**src/hdl/apbc_pkg.sv**
```systemverilog
// Shared types, constants and codes for the atom pair bond classifier.
package apbc_pkg;

  localparam int COORD_WIDTH_DEF = 20;
  localparam int DIST_WIDTH_DEF  = 12;

  localparam int REG_W  = 12;
  localparam int TYPE_W = 10;
  localparam int RES_W  = 16;
  localparam int IDX_W  = 2;
  localparam int SQ_W   = 2 * REG_W;
  localparam int ROOT_W = REG_W + 1;
  localparam int RAD_W  = 2 * ROOT_W;

  localparam logic [TYPE_W-1:0] H_TYPE_LO = TYPE_W'(100);
  localparam logic [TYPE_W-1:0] H_TYPE_HI = TYPE_W'(199);

  localparam logic [REG_W-1:0] MAX_BOND_RST  = REG_W'(1853);
  localparam logic [REG_W-1:0] MIN_BOND_RST  = REG_W'(870);
  localparam logic [REG_W-1:0] MAX_H_RST     = REG_W'(1280);
  localparam logic [REG_W-1:0] MIN_HEAVY_RST = REG_W'(1178);

  typedef enum logic [IDX_W-1:0] {
    REG_MAX_BOND  = 2'd0,
    REG_MIN_BOND  = 2'd1,
    REG_MAX_H     = 2'd2,
    REG_MIN_HEAVY = 2'd3
  } apbc_reg_t;

  typedef enum logic [1:0] {
    IA_CLOSE     = 2'd0,
    IA_NONBONDED = 2'd1,
    IA_BONDED    = 2'd2,
    IA_HYDROGEN  = 2'd3
  } apbc_kind_t;

  typedef struct packed {
    logic [REG_W-1:0] max_bond;
    logic [REG_W-1:0] min_bond;
    logic [REG_W-1:0] max_h;
    logic [REG_W-1:0] min_heavy;
  } apbc_cfg_t;

  typedef struct packed {
    logic reject;
    logic ha;
    logic hb;
    logic same_res;
  } apbc_tag_t;

endpackage

```
**src/hdl/apbc_if.sv**
```systemverilog
// Channel interfaces: atom pair input, classification result, register write.
interface apbc_in_if #(
  parameter int COORD_WIDTH = apbc_pkg::COORD_WIDTH_DEF
);
  logic                              valid;
  logic                              ready;
  logic signed [COORD_WIDTH-1:0]     a_x;
  logic signed [COORD_WIDTH-1:0]     a_y;
  logic signed [COORD_WIDTH-1:0]     a_z;
  logic signed [COORD_WIDTH-1:0]     b_x;
  logic signed [COORD_WIDTH-1:0]     b_y;
  logic signed [COORD_WIDTH-1:0]     b_z;
  logic [apbc_pkg::TYPE_W-1:0]       a_type;
  logic [apbc_pkg::TYPE_W-1:0]       b_type;
  logic [apbc_pkg::RES_W-1:0]        a_residue;
  logic [apbc_pkg::RES_W-1:0]        b_residue;

  modport source (
    output valid, a_x, a_y, a_z, b_x, b_y, b_z, a_type, b_type, a_residue, b_residue,
    input  ready
  );
  modport sink (
    input  valid, a_x, a_y, a_z, b_x, b_y, b_z, a_type, b_type, a_residue, b_residue,
    output ready
  );
endinterface

interface apbc_out_if #(
  parameter int DIST_WIDTH = apbc_pkg::DIST_WIDTH_DEF
);
  logic                  valid;
  logic                  ready;
  logic [1:0]            interaction;
  logic [DIST_WIDTH-1:0] distance;
  logic                  distance_valid;
  logic                  close_warning;

  modport source (
    output valid, interaction, distance, distance_valid, close_warning,
    input  ready
  );
  modport sink (
    input  valid, interaction, distance, distance_valid, close_warning,
    output ready
  );
endinterface

interface apbc_cfg_if;
  logic                       valid;
  logic                       ready;
  logic [apbc_pkg::IDX_W-1:0] index;
  logic [apbc_pkg::REG_W-1:0] data;

  modport source (output valid, index, data, input ready);
  modport sink (input valid, index, data, output ready);
endinterface

```
**src/hdl/apbc_front.sv**
```systemverilog
// Front pipeline: axis differences, axis rejection, squares and squared distance.
module apbc_front #(
  parameter int COORD_WIDTH = apbc_pkg::COORD_WIDTH_DEF
) (
  input  logic                            clk,
  input  logic                            rst_n,
  apbc_in_if.sink                         in_ch,
  input  logic [apbc_pkg::REG_W-1:0]      max_bond,
  input  logic                            ready_i,
  output logic                            valid_o,
  output logic [apbc_pkg::RAD_W-1:0]      rad_o,
  output apbc_pkg::apbc_tag_t             tag_o
);

  localparam int DIFF_W = COORD_WIDTH + 1;

  logic signed [COORD_WIDTH-1:0] a_c [3];
  logic signed [COORD_WIDTH-1:0] b_c [3];

  logic rdy1, rdy2, rdy3, rdy4;

  // stage 1: signed differences both ways
  logic                     s1_valid_r, s1_valid_nxt;
  logic signed [DIFF_W-1:0] s1_dpos_r [3];
  logic signed [DIFF_W-1:0] s1_dpos_nxt [3];
  logic signed [DIFF_W-1:0] s1_dneg_r [3];
  logic signed [DIFF_W-1:0] s1_dneg_nxt [3];
  apbc_pkg::apbc_tag_t      s1_tag_r, s1_tag_nxt;

  // stage 2: magnitudes and axis rejection
  logic                         s2_valid_r, s2_valid_nxt;
  logic [apbc_pkg::REG_W-1:0]   s2_mag_r [3];
  logic [apbc_pkg::REG_W-1:0]   s2_mag_nxt [3];
  apbc_pkg::apbc_tag_t          s2_tag_r, s2_tag_nxt;
  logic [DIFF_W-1:0]            mag [3];

  // stage 3: squares
  logic                         s3_valid_r, s3_valid_nxt;
  logic [apbc_pkg::SQ_W-1:0]    s3_sq_r [3];
  logic [apbc_pkg::SQ_W-1:0]    s3_sq_nxt [3];
  apbc_pkg::apbc_tag_t          s3_tag_r, s3_tag_nxt;

  // stage 4: sum of squares
  logic                         s4_valid_r, s4_valid_nxt;
  logic [apbc_pkg::RAD_W-1:0]   s4_sum_r, s4_sum_nxt;
  apbc_pkg::apbc_tag_t          s4_tag_r, s4_tag_nxt;

  assign a_c[0] = in_ch.a_x;
  assign a_c[1] = in_ch.a_y;
  assign a_c[2] = in_ch.a_z;
  assign b_c[0] = in_ch.b_x;
  assign b_c[1] = in_ch.b_y;
  assign b_c[2] = in_ch.b_z;

  assign rdy4 = !s4_valid_r || ready_i;
  assign rdy3 = !s3_valid_r || rdy4;
  assign rdy2 = !s2_valid_r || rdy3;
  assign rdy1 = !s1_valid_r || rdy2;
  assign in_ch.ready = rdy1;

  always_comb begin
    s1_valid_nxt = rdy1 ? in_ch.valid : s1_valid_r;
    s1_tag_nxt   = s1_tag_r;
    for (int i = 0; i < 3; i++) begin
      s1_dpos_nxt[i] = s1_dpos_r[i];
      s1_dneg_nxt[i] = s1_dneg_r[i];
    end
    if (rdy1) begin
      for (int i = 0; i < 3; i++) begin
        s1_dpos_nxt[i] = DIFF_W'(a_c[i]) - DIFF_W'(b_c[i]);
        s1_dneg_nxt[i] = DIFF_W'(b_c[i]) - DIFF_W'(a_c[i]);
      end
      s1_tag_nxt.reject   = 1'b0;
      s1_tag_nxt.ha       = in_ch.a_type inside {[apbc_pkg::H_TYPE_LO:apbc_pkg::H_TYPE_HI]};
      s1_tag_nxt.hb       = in_ch.b_type inside {[apbc_pkg::H_TYPE_LO:apbc_pkg::H_TYPE_HI]};
      s1_tag_nxt.same_res = in_ch.a_residue == in_ch.b_residue;
    end
  end

  always_comb begin
    for (int i = 0; i < 3; i++) begin
      mag[i] = s1_dpos_r[i][DIFF_W-1] ? s1_dneg_r[i] : s1_dpos_r[i];
    end
    s2_valid_nxt = rdy2 ? s1_valid_r : s2_valid_r;
    s2_tag_nxt   = s2_tag_r;
    for (int i = 0; i < 3; i++) begin
      s2_mag_nxt[i] = s2_mag_r[i];
    end
    if (rdy2) begin
      s2_tag_nxt = s1_tag_r;
      s2_tag_nxt.reject = (mag[0] > DIFF_W'(max_bond)) || (mag[1] > DIFF_W'(max_bond)) ||
                          (mag[2] > DIFF_W'(max_bond));
      for (int i = 0; i < 3; i++) begin
        s2_mag_nxt[i] = mag[i][apbc_pkg::REG_W-1:0];
      end
    end
  end

  always_comb begin
    s3_valid_nxt = rdy3 ? s2_valid_r : s3_valid_r;
    s3_tag_nxt   = rdy3 ? s2_tag_r : s3_tag_r;
    for (int i = 0; i < 3; i++) begin
      s3_sq_nxt[i] = rdy3 ? s2_mag_r[i] * s2_mag_r[i] : s3_sq_r[i];
    end
  end

  always_comb begin
    s4_valid_nxt = rdy4 ? s3_valid_r : s4_valid_r;
    s4_tag_nxt   = rdy4 ? s3_tag_r : s4_tag_r;
    s4_sum_nxt   = rdy4 ? apbc_pkg::RAD_W'(s3_sq_r[0]) + apbc_pkg::RAD_W'(s3_sq_r[1]) +
                          apbc_pkg::RAD_W'(s3_sq_r[2])
                        : s4_sum_r;
  end

  always_ff @(posedge clk) begin
    if (!rst_n) begin
      s1_valid_r <= 1'b0;
      s2_valid_r <= 1'b0;
      s3_valid_r <= 1'b0;
      s4_valid_r <= 1'b0;
    end else begin
      s1_valid_r <= s1_valid_nxt;
      s2_valid_r <= s2_valid_nxt;
      s3_valid_r <= s3_valid_nxt;
      s4_valid_r <= s4_valid_nxt;
    end
  end

  always_ff @(posedge clk) begin
    s1_tag_r <= s1_tag_nxt;
    s2_tag_r <= s2_tag_nxt;
    s3_tag_r <= s3_tag_nxt;
    s4_tag_r <= s4_tag_nxt;
    s4_sum_r <= s4_sum_nxt;
    for (int i = 0; i < 3; i++) begin
      s1_dpos_r[i] <= s1_dpos_nxt[i];
      s1_dneg_r[i] <= s1_dneg_nxt[i];
      s2_mag_r[i]  <= s2_mag_nxt[i];
      s3_sq_r[i]   <= s3_sq_nxt[i];
    end
  end

  assign valid_o = s4_valid_r;
  assign rad_o   = s4_sum_r;
  assign tag_o   = s4_tag_r;

endmodule

```
**src/hdl/apbc_sqrt_cell.sv**
```systemverilog
// One square-root cell: decides one root bit and passes remainder and root on.
module apbc_sqrt_cell #(
  parameter int BIT = 0
) (
  input  logic                        clk,
  input  logic                        rst_n,
  input  logic                        valid_i,
  input  logic [apbc_pkg::RAD_W-1:0]  rem_i,
  input  logic [apbc_pkg::ROOT_W-1:0] root_i,
  input  apbc_pkg::apbc_tag_t         tag_i,
  output logic                        ready_o,
  output logic                        valid_o,
  output logic [apbc_pkg::RAD_W-1:0]  rem_o,
  output logic [apbc_pkg::ROOT_W-1:0] root_o,
  output apbc_pkg::apbc_tag_t         tag_o,
  input  logic                        ready_i
);

  localparam int TW = apbc_pkg::RAD_W + 1;

  logic [TW-1:0]                 rem_ext;
  logic [TW-1:0]                 trial;
  logic                          take;

  logic                          valid_r, valid_nxt;
  logic [apbc_pkg::RAD_W-1:0]    rem_r, rem_nxt;
  logic [apbc_pkg::ROOT_W-1:0]   root_r, root_nxt;
  apbc_pkg::apbc_tag_t           tag_r, tag_nxt;

  assign rem_ext = {1'b0, rem_i};
  // (2*root + 2^BIT) * 2^BIT; root has no bits at or below BIT yet
  assign trial   = (TW'(root_i) << (BIT + 1)) | (TW'(1) << (2 * BIT));
  assign take    = rem_ext >= trial;
  assign ready_o = !valid_r || ready_i;

  always_comb begin
    valid_nxt = ready_o ? valid_i : valid_r;
    rem_nxt   = rem_r;
    root_nxt  = root_r;
    tag_nxt   = tag_r;
    if (ready_o) begin
      rem_nxt  = take ? apbc_pkg::RAD_W'(rem_ext - trial) : rem_i;
      root_nxt = take ? (root_i | (apbc_pkg::ROOT_W'(1) << BIT)) : root_i;
      tag_nxt  = tag_i;
    end
  end

  always_ff @(posedge clk) begin
    if (!rst_n) begin
      valid_r <= 1'b0;
    end else begin
      valid_r <= valid_nxt;
    end
  end

  always_ff @(posedge clk) begin
    rem_r  <= rem_nxt;
    root_r <= root_nxt;
    tag_r  <= tag_nxt;
  end

  assign valid_o = valid_r;
  assign rem_o   = rem_r;
  assign root_o  = root_r;
  assign tag_o   = tag_r;

endmodule

```
**src/hdl/apbc_classify.sv**
```systemverilog
// Classification against the limit registers and the result output register.
module apbc_classify #(
  parameter int DIST_WIDTH = apbc_pkg::DIST_WIDTH_DEF
) (
  input  logic                        clk,
  input  logic                        rst_n,
  input  logic                        valid_i,
  input  logic [apbc_pkg::ROOT_W-1:0] root_i,
  input  apbc_pkg::apbc_tag_t         tag_i,
  input  apbc_pkg::apbc_cfg_t         cfg,
  output logic                        ready_o,
  apbc_out_if.source                  out_ch
);

  logic                        below_h;
  logic                        any_h;
  logic [DIST_WIDTH-1:0]       dist_sat;
  apbc_pkg::apbc_kind_t        kind;

  logic                        valid_r, valid_nxt;
  apbc_pkg::apbc_kind_t        kind_r, kind_nxt;
  logic [DIST_WIDTH-1:0]       dist_r, dist_nxt;
  logic                        dval_r, dval_nxt;
  logic                        warn_r, warn_nxt;

  generate
    if (DIST_WIDTH >= apbc_pkg::ROOT_W) begin : g_wide
      assign dist_sat = DIST_WIDTH'(root_i);
    end else begin : g_sat
      assign dist_sat = (|root_i[apbc_pkg::ROOT_W-1:DIST_WIDTH]) ? '1
                                                                 : root_i[DIST_WIDTH-1:0];
    end
  endgenerate

  assign below_h = root_i < apbc_pkg::ROOT_W'(cfg.max_h);
  assign any_h   = tag_i.ha || tag_i.hb;
  assign ready_o = !valid_r || out_ch.ready;

  always_comb begin
    if (below_h && tag_i.ha && tag_i.hb) begin
      kind = apbc_pkg::IA_NONBONDED;
    end else if (below_h && any_h) begin
      kind = tag_i.same_res ? apbc_pkg::IA_BONDED : apbc_pkg::IA_NONBONDED;
    end else if (below_h && (root_i < apbc_pkg::ROOT_W'(cfg.min_heavy))) begin
      kind = apbc_pkg::IA_CLOSE;
    end else if (root_i <= apbc_pkg::ROOT_W'(cfg.max_bond)) begin
      kind = any_h ? apbc_pkg::IA_HYDROGEN : apbc_pkg::IA_BONDED;
    end else begin
      kind = apbc_pkg::IA_NONBONDED;
    end
  end

  always_comb begin
    valid_nxt = ready_o ? valid_i : valid_r;
    kind_nxt  = kind_r;
    dist_nxt  = dist_r;
    dval_nxt  = dval_r;
    warn_nxt  = warn_r;
    if (ready_o) begin
      if (tag_i.reject) begin
        kind_nxt = apbc_pkg::IA_NONBONDED;
        dist_nxt = '0;
        dval_nxt = 1'b0;
        warn_nxt = 1'b0;
      end else begin
        kind_nxt = kind;
        dist_nxt = dist_sat;
        dval_nxt = 1'b1;
        warn_nxt = below_h && (root_i < apbc_pkg::ROOT_W'(cfg.min_bond));
      end
    end
  end

  always_ff @(posedge clk) begin
    if (!rst_n) begin
      valid_r <= 1'b0;
    end else begin
      valid_r <= valid_nxt;
    end
  end

  always_ff @(posedge clk) begin
    kind_r <= kind_nxt;
    dist_r <= dist_nxt;
    dval_r <= dval_nxt;
    warn_r <= warn_nxt;
  end

  assign out_ch.valid          = valid_r;
  assign out_ch.interaction    = kind_r;
  assign out_ch.distance       = dist_r;
  assign out_ch.distance_valid = dval_r;
  assign out_ch.close_warning  = warn_r;

endmodule

```
**src/hdl/atom_pair_bond_classifier.sv**
```systemverilog
// Atom pair bond classifier: top level with limit registers and square-root cell row.
//
// Usage:
//   in_ch   valid/ready channel, one atom pair per transaction (coordinates,
//           type codes, residue numbers).
//   out_ch  valid/ready channel, one classification per input transaction,
//           in input order (interaction, distance, distance_valid, close_warning).
//   cfg_ch  register writes, index 0..3, always ready; write only while the
//           pipeline is empty.
// Pipeline: four front stages (differences, axis test, squares, sum), one
//   square-root cell per root bit (13 cells), one output register.
// Throughput: one pair per cycle, sustained while out_ch.ready stays high;
//   every stage holds one pair.
// Stall: when out_ch.ready is low, the output register holds its transaction and
//   each stage keeps accepting until the stage ahead of it is full; in_ch.ready
//   drops only when the whole row is occupied.
// Reset (rst_n low, synchronous): all stages emptied, limits return to their
//   default values.
module atom_pair_bond_classifier #(
  parameter int COORD_WIDTH = apbc_pkg::COORD_WIDTH_DEF,
  parameter int DIST_WIDTH  = apbc_pkg::DIST_WIDTH_DEF
) (
  input  logic        clk,
  input  logic        rst_n,
  apbc_in_if.sink     in_ch,
  apbc_out_if.source  out_ch,
  apbc_cfg_if.sink    cfg_ch
);

  apbc_pkg::apbc_cfg_t cfg_r, cfg_nxt;

  logic                        c_valid [apbc_pkg::ROOT_W+1];
  logic                        c_rdy   [apbc_pkg::ROOT_W+1];
  logic [apbc_pkg::RAD_W-1:0]  c_rem   [apbc_pkg::ROOT_W+1];
  logic [apbc_pkg::ROOT_W-1:0] c_root  [apbc_pkg::ROOT_W+1];
  apbc_pkg::apbc_tag_t         c_tag   [apbc_pkg::ROOT_W+1];

  assign cfg_ch.ready = 1'b1;

  always_comb begin
    cfg_nxt = cfg_r;
    if (cfg_ch.valid) begin
      case (cfg_ch.index)
        apbc_pkg::REG_MAX_BOND:  cfg_nxt.max_bond  = cfg_ch.data;
        apbc_pkg::REG_MIN_BOND:  cfg_nxt.min_bond  = cfg_ch.data;
        apbc_pkg::REG_MAX_H:     cfg_nxt.max_h     = cfg_ch.data;
        apbc_pkg::REG_MIN_HEAVY: cfg_nxt.min_heavy = cfg_ch.data;
        default:                 cfg_nxt = cfg_r;
      endcase
    end
  end

  always_ff @(posedge clk) begin
    if (!rst_n) begin
      cfg_r.max_bond  <= apbc_pkg::MAX_BOND_RST;
      cfg_r.min_bond  <= apbc_pkg::MIN_BOND_RST;
      cfg_r.max_h     <= apbc_pkg::MAX_H_RST;
      cfg_r.min_heavy <= apbc_pkg::MIN_HEAVY_RST;
    end else begin
      cfg_r <= cfg_nxt;
    end
  end

  apbc_front #(
    .COORD_WIDTH (COORD_WIDTH)
  ) u_front (
    .clk      (clk),
    .rst_n    (rst_n),
    .in_ch    (in_ch),
    .max_bond (cfg_r.max_bond),
    .ready_i  (c_rdy[0]),
    .valid_o  (c_valid[0]),
    .rad_o    (c_rem[0]),
    .tag_o    (c_tag[0])
  );

  assign c_root[0] = '0;

  generate
    for (genvar i = 0; i < apbc_pkg::ROOT_W; i++) begin : g_cell
      apbc_sqrt_cell #(
        .BIT (apbc_pkg::ROOT_W - 1 - i)
      ) u_cell (
        .clk     (clk),
        .rst_n   (rst_n),
        .valid_i (c_valid[i]),
        .rem_i   (c_rem[i]),
        .root_i  (c_root[i]),
        .tag_i   (c_tag[i]),
        .ready_o (c_rdy[i]),
        .valid_o (c_valid[i+1]),
        .rem_o   (c_rem[i+1]),
        .root_o  (c_root[i+1]),
        .tag_o   (c_tag[i+1]),
        .ready_i (c_rdy[i+1])
      );
    end
  endgenerate

  apbc_classify #(
    .DIST_WIDTH (DIST_WIDTH)
  ) u_classify (
    .clk     (clk),
    .rst_n   (rst_n),
    .valid_i (c_valid[apbc_pkg::ROOT_W]),
    .root_i  (c_root[apbc_pkg::ROOT_W]),
    .tag_i   (c_tag[apbc_pkg::ROOT_W]),
    .cfg     (cfg_r),
    .ready_o (c_rdy[apbc_pkg::ROOT_W]),
    .out_ch  (out_ch)
  );

endmodule

```
**src/flat_wrapper.sv**
```systemverilog
// flat-port wrapper written by rule: the top's interface ports become plain ports
module atom_pair_bond_classifier_flat 
#(
  parameter int COORD_WIDTH = apbc_pkg::COORD_WIDTH_DEF,
  parameter int DIST_WIDTH  = apbc_pkg::DIST_WIDTH_DEF
)
  (clk, rst_n, in_ch_valid, in_ch_a_x, in_ch_a_y, in_ch_a_z, in_ch_b_x, in_ch_b_y, in_ch_b_z, in_ch_a_type, in_ch_b_type, in_ch_a_residue, in_ch_b_residue, in_ch_ready, out_ch_valid, out_ch_interaction, out_ch_distance, out_ch_distance_valid, out_ch_close_warning, out_ch_ready, cfg_ch_valid, cfg_ch_index, cfg_ch_data, cfg_ch_ready);
  apbc_in_if #(.COORD_WIDTH(COORD_WIDTH)) in_ch_i ();
  apbc_out_if #(.DIST_WIDTH(DIST_WIDTH)) out_ch_i ();
  apbc_cfg_if cfg_ch_i ();
  input  logic clk;
  input  logic rst_n;
  input wire logic [$bits(in_ch_i.valid)-1:0] in_ch_valid;
  input wire logic [$bits(in_ch_i.a_x)-1:0] in_ch_a_x;
  input wire logic [$bits(in_ch_i.a_y)-1:0] in_ch_a_y;
  input wire logic [$bits(in_ch_i.a_z)-1:0] in_ch_a_z;
  input wire logic [$bits(in_ch_i.b_x)-1:0] in_ch_b_x;
  input wire logic [$bits(in_ch_i.b_y)-1:0] in_ch_b_y;
  input wire logic [$bits(in_ch_i.b_z)-1:0] in_ch_b_z;
  input wire logic [$bits(in_ch_i.a_type)-1:0] in_ch_a_type;
  input wire logic [$bits(in_ch_i.b_type)-1:0] in_ch_b_type;
  input wire logic [$bits(in_ch_i.a_residue)-1:0] in_ch_a_residue;
  input wire logic [$bits(in_ch_i.b_residue)-1:0] in_ch_b_residue;
  output wire logic [$bits(in_ch_i.ready)-1:0] in_ch_ready;
  output wire logic [$bits(out_ch_i.valid)-1:0] out_ch_valid;
  output wire logic [$bits(out_ch_i.interaction)-1:0] out_ch_interaction;
  output wire logic [$bits(out_ch_i.distance)-1:0] out_ch_distance;
  output wire logic [$bits(out_ch_i.distance_valid)-1:0] out_ch_distance_valid;
  output wire logic [$bits(out_ch_i.close_warning)-1:0] out_ch_close_warning;
  input wire logic [$bits(out_ch_i.ready)-1:0] out_ch_ready;
  input wire logic [$bits(cfg_ch_i.valid)-1:0] cfg_ch_valid;
  input wire logic [$bits(cfg_ch_i.index)-1:0] cfg_ch_index;
  input wire logic [$bits(cfg_ch_i.data)-1:0] cfg_ch_data;
  output wire logic [$bits(cfg_ch_i.ready)-1:0] cfg_ch_ready;
  assign in_ch_i.valid = in_ch_valid;
  assign in_ch_i.a_x = in_ch_a_x;
  assign in_ch_i.a_y = in_ch_a_y;
  assign in_ch_i.a_z = in_ch_a_z;
  assign in_ch_i.b_x = in_ch_b_x;
  assign in_ch_i.b_y = in_ch_b_y;
  assign in_ch_i.b_z = in_ch_b_z;
  assign in_ch_i.a_type = in_ch_a_type;
  assign in_ch_i.b_type = in_ch_b_type;
  assign in_ch_i.a_residue = in_ch_a_residue;
  assign in_ch_i.b_residue = in_ch_b_residue;
  assign in_ch_ready = in_ch_i.ready;
  assign out_ch_valid = out_ch_i.valid;
  assign out_ch_interaction = out_ch_i.interaction;
  assign out_ch_distance = out_ch_i.distance;
  assign out_ch_distance_valid = out_ch_i.distance_valid;
  assign out_ch_close_warning = out_ch_i.close_warning;
  assign out_ch_i.ready = out_ch_ready;
  assign cfg_ch_i.valid = cfg_ch_valid;
  assign cfg_ch_i.index = cfg_ch_index;
  assign cfg_ch_i.data = cfg_ch_data;
  assign cfg_ch_ready = cfg_ch_i.ready;
  atom_pair_bond_classifier #(.COORD_WIDTH(COORD_WIDTH), .DIST_WIDTH(DIST_WIDTH)) u_core (.clk(clk), .rst_n(rst_n), .in_ch(in_ch_i), .out_ch(out_ch_i), .cfg_ch(cfg_ch_i));
endmodule
```
**config.mk**
```make
export PLATFORM = sky130hd
export DESIGN_NAME = atom_pair_bond_classifier_flat
export DESIGN_NICKNAME = d
export VERILOG_FILES = /design/src/hdl/apbc_pkg.sv /design/src/hdl/apbc_if.sv /design/src/hdl/apbc_front.sv /design/src/hdl/apbc_sqrt_cell.sv /design/src/hdl/apbc_classify.sv /design/src/hdl/atom_pair_bond_classifier.sv /design/src/flat_wrapper.sv
export SDC_FILE = /design/constraint.sdc
export NUM_CORES = 2
export LEC_CHECK = 0
export BUFFER_PORTS_ARGS = -buffer_cell sky130_fd_sc_hd__buf_2
export CORE_MARGIN = 3
export CORE_UTILIZATION = 68
export DETAILED_ROUTE_END_ITERATION = 6
export PLACE_DENSITY_LB_ADDON = 0.2
export SLEW_MARGIN = 20
export SYNTH_ARGS = -nofsm -noshare
export SYNTH_HDL_FRONTEND = slang
export SYNTH_HIERARCHICAL = 1
export SYNTH_SLANG_ARGS = --single-unit
```
**constraint.sdc**
```tcl
create_clock -name clk -period 59.6 [get_ports clk]
set_clock_uncertainty 0.1 [all_clocks]
set_input_delay 8.94 -clock clk [delete_from_list [all_inputs] [get_ports clk]]
set_output_delay 8.94 -clock clk [all_outputs]
set_load 0.05 [all_outputs]
```
Yosys cells after proc, flatten, opt, wreduce, memory -nomap -nowiden
Memory sizes are Yosys's and may differ from the RTL's.
Index checks and enable logic that the tools add are counted.
{ "word_totals": {"ram_bits": 234, "memories": 4, "input_bits": 191, "reg_bits": 656} }
{ "mem_list": {"columns": ["memory", "words", "word_bits", "rd", "rd_clocked_by_memory_dff", "write_ports", "line_no", "rtl"], "rows": [
  ["u_core.u_front.s3_sq_r", 3, 24, 3, 0, 3, "apbc_front.sv:39", "logic [apbc_pkg::SQ_W-1:0] s3_sq_r [3];"],
  ["u_core.u_front.s1_dneg_r", 3, 21, 3, 0, 3, "apbc_front.sv:26", "logic signed [DIFF_W-1:0] s1_dneg_r [3];"],
  ["u_core.u_front.s1_dpos_r", 3, 21, 3, 0, 3, "apbc_front.sv:24", "logic signed [DIFF_W-1:0] s1_dpos_r [3];"],
  ["u_core.u_front.s2_mag_r", 3, 12, 3, 0, 3, "apbc_front.sv:32", "logic [apbc_pkg::REG_W-1:0] s2_mag_r [3];"]
]} }
{ "op_classes": {"muxes": 29, "n_reduce_logical": 52, "mul": 3, "magnitude_cmp": 24, "n_addsub": 20, "eq_ne": 4} }
{ "ops": {"columns": ["operator", "count"], "rows": [
  ["$mux W26", 12],
  ["$mux W63", 2],
  ["$sub A20 B20 Y21", 6],
  ["$mul A12 B12 Y24", 3],
  ["$mux W24", 3],
  ["$gt A21 B12 Y1", 3],
  ["$mux W21", 3],
  ["$lt A13 B12 Y1", 3],
  ["$mux W36", 1],
  ["$add A25 B24 Y26", 1],
  ["$ge A26 B14 Y1", 1],
  ["$ge A26 B15 Y1", 1],
  ["$ge A26 B16 Y1", 1],
  ["$ge A26 B17 Y1", 1],
  ["$ge A26 B18 Y1", 1],
  ["$ge A26 B19 Y1", 1],
  ["$ge A26 B20 Y1", 1],
  ["$ge A26 B21 Y1", 1],
  ["$ge A26 B22 Y1", 1],
  ["$ge A26 B23 Y1", 1],
  ["$ge A26 B24 Y1", 1],
  ["$ge A26 B25 Y1", 1],
  ["$ge A26 B25 Y1 const B", 1],
  ["$sub A26 B15 Y26", 1],
  ["other kinds (28)", 81]
]} }

Logic depth before layout (Yosys ltp)
{ "depth": {"ltp_word": 20, "depth_mapped": 22} }

Hierarchy
Netlist, hierarchy kept.
{ "modules_own_cells": {"columns": ["mod", "seq_area_each_um2", "instances", "area_per_inst_um2", "cells_per_inst"], "rows": [
  ["apbc_front", 8157.8, 1, 30118.9, 3080],
  ["apbc_sqrt_cell at u_core.g_cell[10].u_cell", 1311.3, 1, 2498.6, 207],
  ["apbc_sqrt_cell at u_core.g_cell[12].u_cell", 1311.3, 1, 2446.1, 211],
  ["apbc_sqrt_cell at u_core.g_cell[11].u_cell", 1311.3, 1, 2424.8, 195],
  ["apbc_sqrt_cell at u_core.g_cell[8].u_cell", 1311.3, 1, 2401.1, 206],
  ["apbc_sqrt_cell at u_core.g_cell[9].u_cell", 1311.3, 1, 2378.5, 194],
  ["apbc_sqrt_cell at u_core.g_cell[3].u_cell", 1311.3, 1, 2374.8, 187],
  ["apbc_sqrt_cell at u_core.g_cell[4].u_cell", 1311.3, 1, 2338.5, 183],
  ["apbc_sqrt_cell at u_core.g_cell[7].u_cell", 1311.3, 1, 2328.5, 186],
  ["apbc_sqrt_cell at u_core.g_cell[6].u_cell", 1311.3, 1, 2303.5, 176],
  ["apbc_sqrt_cell at u_core.g_cell[2].u_cell", 1311.3, 1, 2288.4, 169],
  ["apbc_sqrt_cell at u_core.g_cell[5].u_cell", 1311.3, 1, 2275.9, 193],
  ["apbc_sqrt_cell at u_core.g_cell[1].u_cell", 1311.3, 1, 2239.6, 171],
  ["apbc_sqrt_cell at u_core.g_cell[0].u_cell", 1311.3, 1, 2213.4, 175],
  ["2 more rows", null, null, null, null]
]} }

Worst setup path after synthesis
No wires, ideal clock.
{ "synth_timing": {"path_kind": "in2out", "from": "in out_ch_ready", "to": "out in_ch_ready", "required_time_ps": 50560, "cell_stages": 17, "arrival_ps": 29006, "slack_ps": 21554, "path_cell_list": "nand2b_1 > nand2b_1 > nand2b_1 > nand2b_1 > nand2b_1 > nand2b_1 > nand2b_1 > nand2b_1 > nand2b_1 > nand2b_1 > nand2b_1 > nand2b_1 > nand2b_1 > nand2b_1 > nor2b_1 > and3_1 > nand2_1"} }
{ "synth_lines": {"columns": ["item", "line_no", "rtl"], "rows": [
  ["from (decl)", "flat_wrapper.sv:30", "input wire logic [$bits(out_ch_i.ready)-1:0] out_ch_ready;"],
  ["to (decl)", "flat_wrapper.sv:24", "output wire logic [$bits(in_ch_i.ready)-1:0] in_ch_ready;"]
]} }

==> results.txt <==
The cell with the largest stage delay on the worst path is sky130_fd_sc_hd__nand2b_2. In this run the tool buffered the top-level ports with just over 200 buffer cells. STA puts the critical path data required time at between 50 and 60 ns. The wire length after detailed routing is 134.1 mm. The DRC violation count after routing is 0. The slew at the pin closest to its max-slew limit came out at 1.068 ns. The number of vias in the routed layout is 43260. After technology mapping, the gate count stands at 5813. The first routing iteration left between 3000 and 4000 violations. The total half-perimeter wirelength after legalization and detailed placement came out at 101.9 mm. The number of setup buffers added after CTS is 0. The via density per instance came out at 5.916. The region available for standard cell placement spans 91800 sq um. The total count of max-transition violations in the final report came out at 0. The minimum setup slack in the final design came out at 28.14 ns. The area growth from synthesis to layout is 8.206%. The clock-pin slew reported for the worst setup and hold paths after clock tree synthesis is 0.06 ns. The final-layout fill cell count is 6184. TritonCTS built the clock tree.

The average wire length per cell after detail routing came out at 18.34 um. The number of gates resized after CTS came out at 0. The first-pass GRT wire length came out at 216.9 mm. The data arrival at the endpoint of the critical path is 22.42 ns.

Across all hold checks on the routed design, the worst slack comes to 0.3084 ns. Clock tree synthesis selected as its root buffer the cell sky130_fd_sc_hd__clkbuf_16. The number of global-route vias before repair is 43200. The cell that appears most often on the critical path is sky130_fd_sc_hd__nand2b_2. Leaving out fill and tap cells, the most frequent cell in the layout is sky130_fd_sc_hd__inv_1.

The initial antenna violation count is 1. The top-level port count came out at 210. The full die area came out at 96390 sq um. The floorplan has 111 rows. The top achievable clock speed came out at 31.79 MHz. Counting every sink on the clock net gives 884. The longest clock path from root to sink contains 3 buffers. The critical path goes through buf_2 > nand2b_1 > nand2b_1 > nand2b_2 > nand2b_2 > nand2b_2 > nand2b_2 > nand2b_2 > nand2b_2 > nand2b_2 > nand2b_4 > nand2b_2 > nand2b_2 > nand2b_2 > nand2b_2 > buf_4 > nor2b_1 > and3_1 > nand2_4 > buf_2. Leaving out fill and tap cells, the most frequent cells in the layout are sky130_fd_sc_hd__inv_1 (880), sky130_fd_sc_hd__edfxtp_1 (818), sky130_fd_sc_hd__ha_1 (558). Setup violations remaining at the end of the flow were counted as 0. The worst slack at placement came out at 27.51 ns.

The setup TNS is 0 ns. Measured on the finished design, the core utilization comes to 0.7430. The flow ran to the end, and the final reports show no timing, DRC or antenna violations.

The min-delay analysis places its worst path in the category reg2reg. The residual antenna-violating net count after detailed routing came out at 0. The number of warnings reported in the yosys synthesis log is 6. The number of iterations in the first detailed-routing pass is 6. The worst stage delay on the critical path is between 0.9 and 1 ns. The height of the die came out at 310.5 um. The setup path with the least slack is of type in2out. STA classifies the critical path endpoint as an output port. The post-route minimum period came out at between 30 and 40 ns. The global-route usage over all layers is 0.2801. The cts-stage hold buffer count came out at 0. The H-tree was split into 3 levels. The mean area per synthesized cell came out at ~11 sq um. The top fanout value on the critical path is 45. The routability congestion estimate is 0.9163. After global routing the overflow that remains totals 0.

The post-synthesis instance area is 63040 sq um. For this configuration, the core starts out at a cell density of 0.6867. The final hold violation count is 0. The die is 310.5 um wide.

The clock latency of the later-clocked register in the worst-skew pair came out at between 0.6 and 0.7 ns. The ratio of final minimum period to clock period came out at 0.5278. The CTS buffer count is 88. STA classifies the critical path startpoint as an input pin.

The largest net degree at the start of global routing is 87. The net total in the final layout came out at 7032. In this run the tightest slew margin relative to its limit is 0.2881. The number of max-cap violations came out at 0. The share of final-layout standard cells stronger than drive strength 1 is 0.1042. Setup repair after global routing left no endpoint under its margin.
-- final cells by class --
cell class | count | area (sq um) | area share
multi-input combinational | 3926 | 33270 | 0.4878
antenna | 1 | 2.502 | 0.00003669
clock inverter | 55 | 742.0 | 0.01088
inverter | 882 | 3311 | 0.04854
tap | 1243 | 1555 | 0.02280
timing repair buffer | 212 | 1081 | 0.01585
clock buffer | 109 | 2362 | 0.03463
sequential | 884 | 25880 | 0.3795
-- per-stage QoR --
step	instances	area [sq um]
final	7312	68210
after global routing	7311	68210
after detailed placement	7147	65080
after CTS	7311	68180
after floorplan	5839	63130
after global placement	7147	65080
-- flip-flops by register name, summed over array words and instances, names as in the netlist, 2 cells and up --
signal / cells
u_core/g_cell.u_cell/valid_o: 13
u_core/cfg_r: 48
u_core/u_front/s1_tag_r: 3
u_core/u_front/rad_o: 26
u_core/u_classify/out_ch.interaction: 2
u_core/u_front/s1_dneg_r: 60
u_core/u_front/s2_mag_r: 36
u_core/u_front/tag_o: 4
u_core/u_front/s3_sq_r: 69
u_core/u_front/s2_tag_r: 4
u_core/g_cell.u_cell/tag_o: 52
u_core/u_classify/out_ch.distance: 12
u_core/g_cell.u_cell/rem_o: 312
u_core/g_cell.u_cell/root_o: 169
u_core/u_front/s1_dpos_r: 63
u_core/u_front/s3_tag_r: 4
-- metal layers --
| metal | global-route usage | up-vias | routed length, um |
|---|---|---|---|
| li1 | - | 20680 | - |
| met1 | 0.3525 | 21070 | 54370 |
| met2 | 0.5006 | 1226 | 68660 |
| met3 | 0.03750 | 278 | 6852 |
| met4 | 0.09328 | 2 | 4193 |
| met5 | 0 | - | 15 |
-- path summary, 6_finish.rpt --
check                                                                 start                                           to  slack, ns  cells past startpoint
worst max register to register  u_core/u_classify/out_ch.valid$_SDFFE_PN0P_    u_core/u_front/s1_dneg_r[0][47]$_DFFE_PP_      44.94                     19
worst min-delay path            u_core/g_cell[3].u_cell/root_o[7]$_DFFE_PP_  u_core/g_cell[4].u_cell/root_o[7]$_DFFE_PP_       0.31                      0
worst max-delay path                                           out_ch_ready                                  in_ch_ready      28.14                     20
worst min register to register  u_core/g_cell[3].u_cell/root_o[7]$_DFFE_PP_  u_core/g_cell[4].u_cell/root_o[7]$_DFFE_PP_       0.31                      0
-- worst max-delay path: cells and delay by family --
kind | cells | cell delay, ns
buf+inv | 3 | 0.84
simple gates | 17 | 12.53
Power is not shown: default switching activity piles up to over one toggle a cycle in this logic, so the estimate is an artifact.
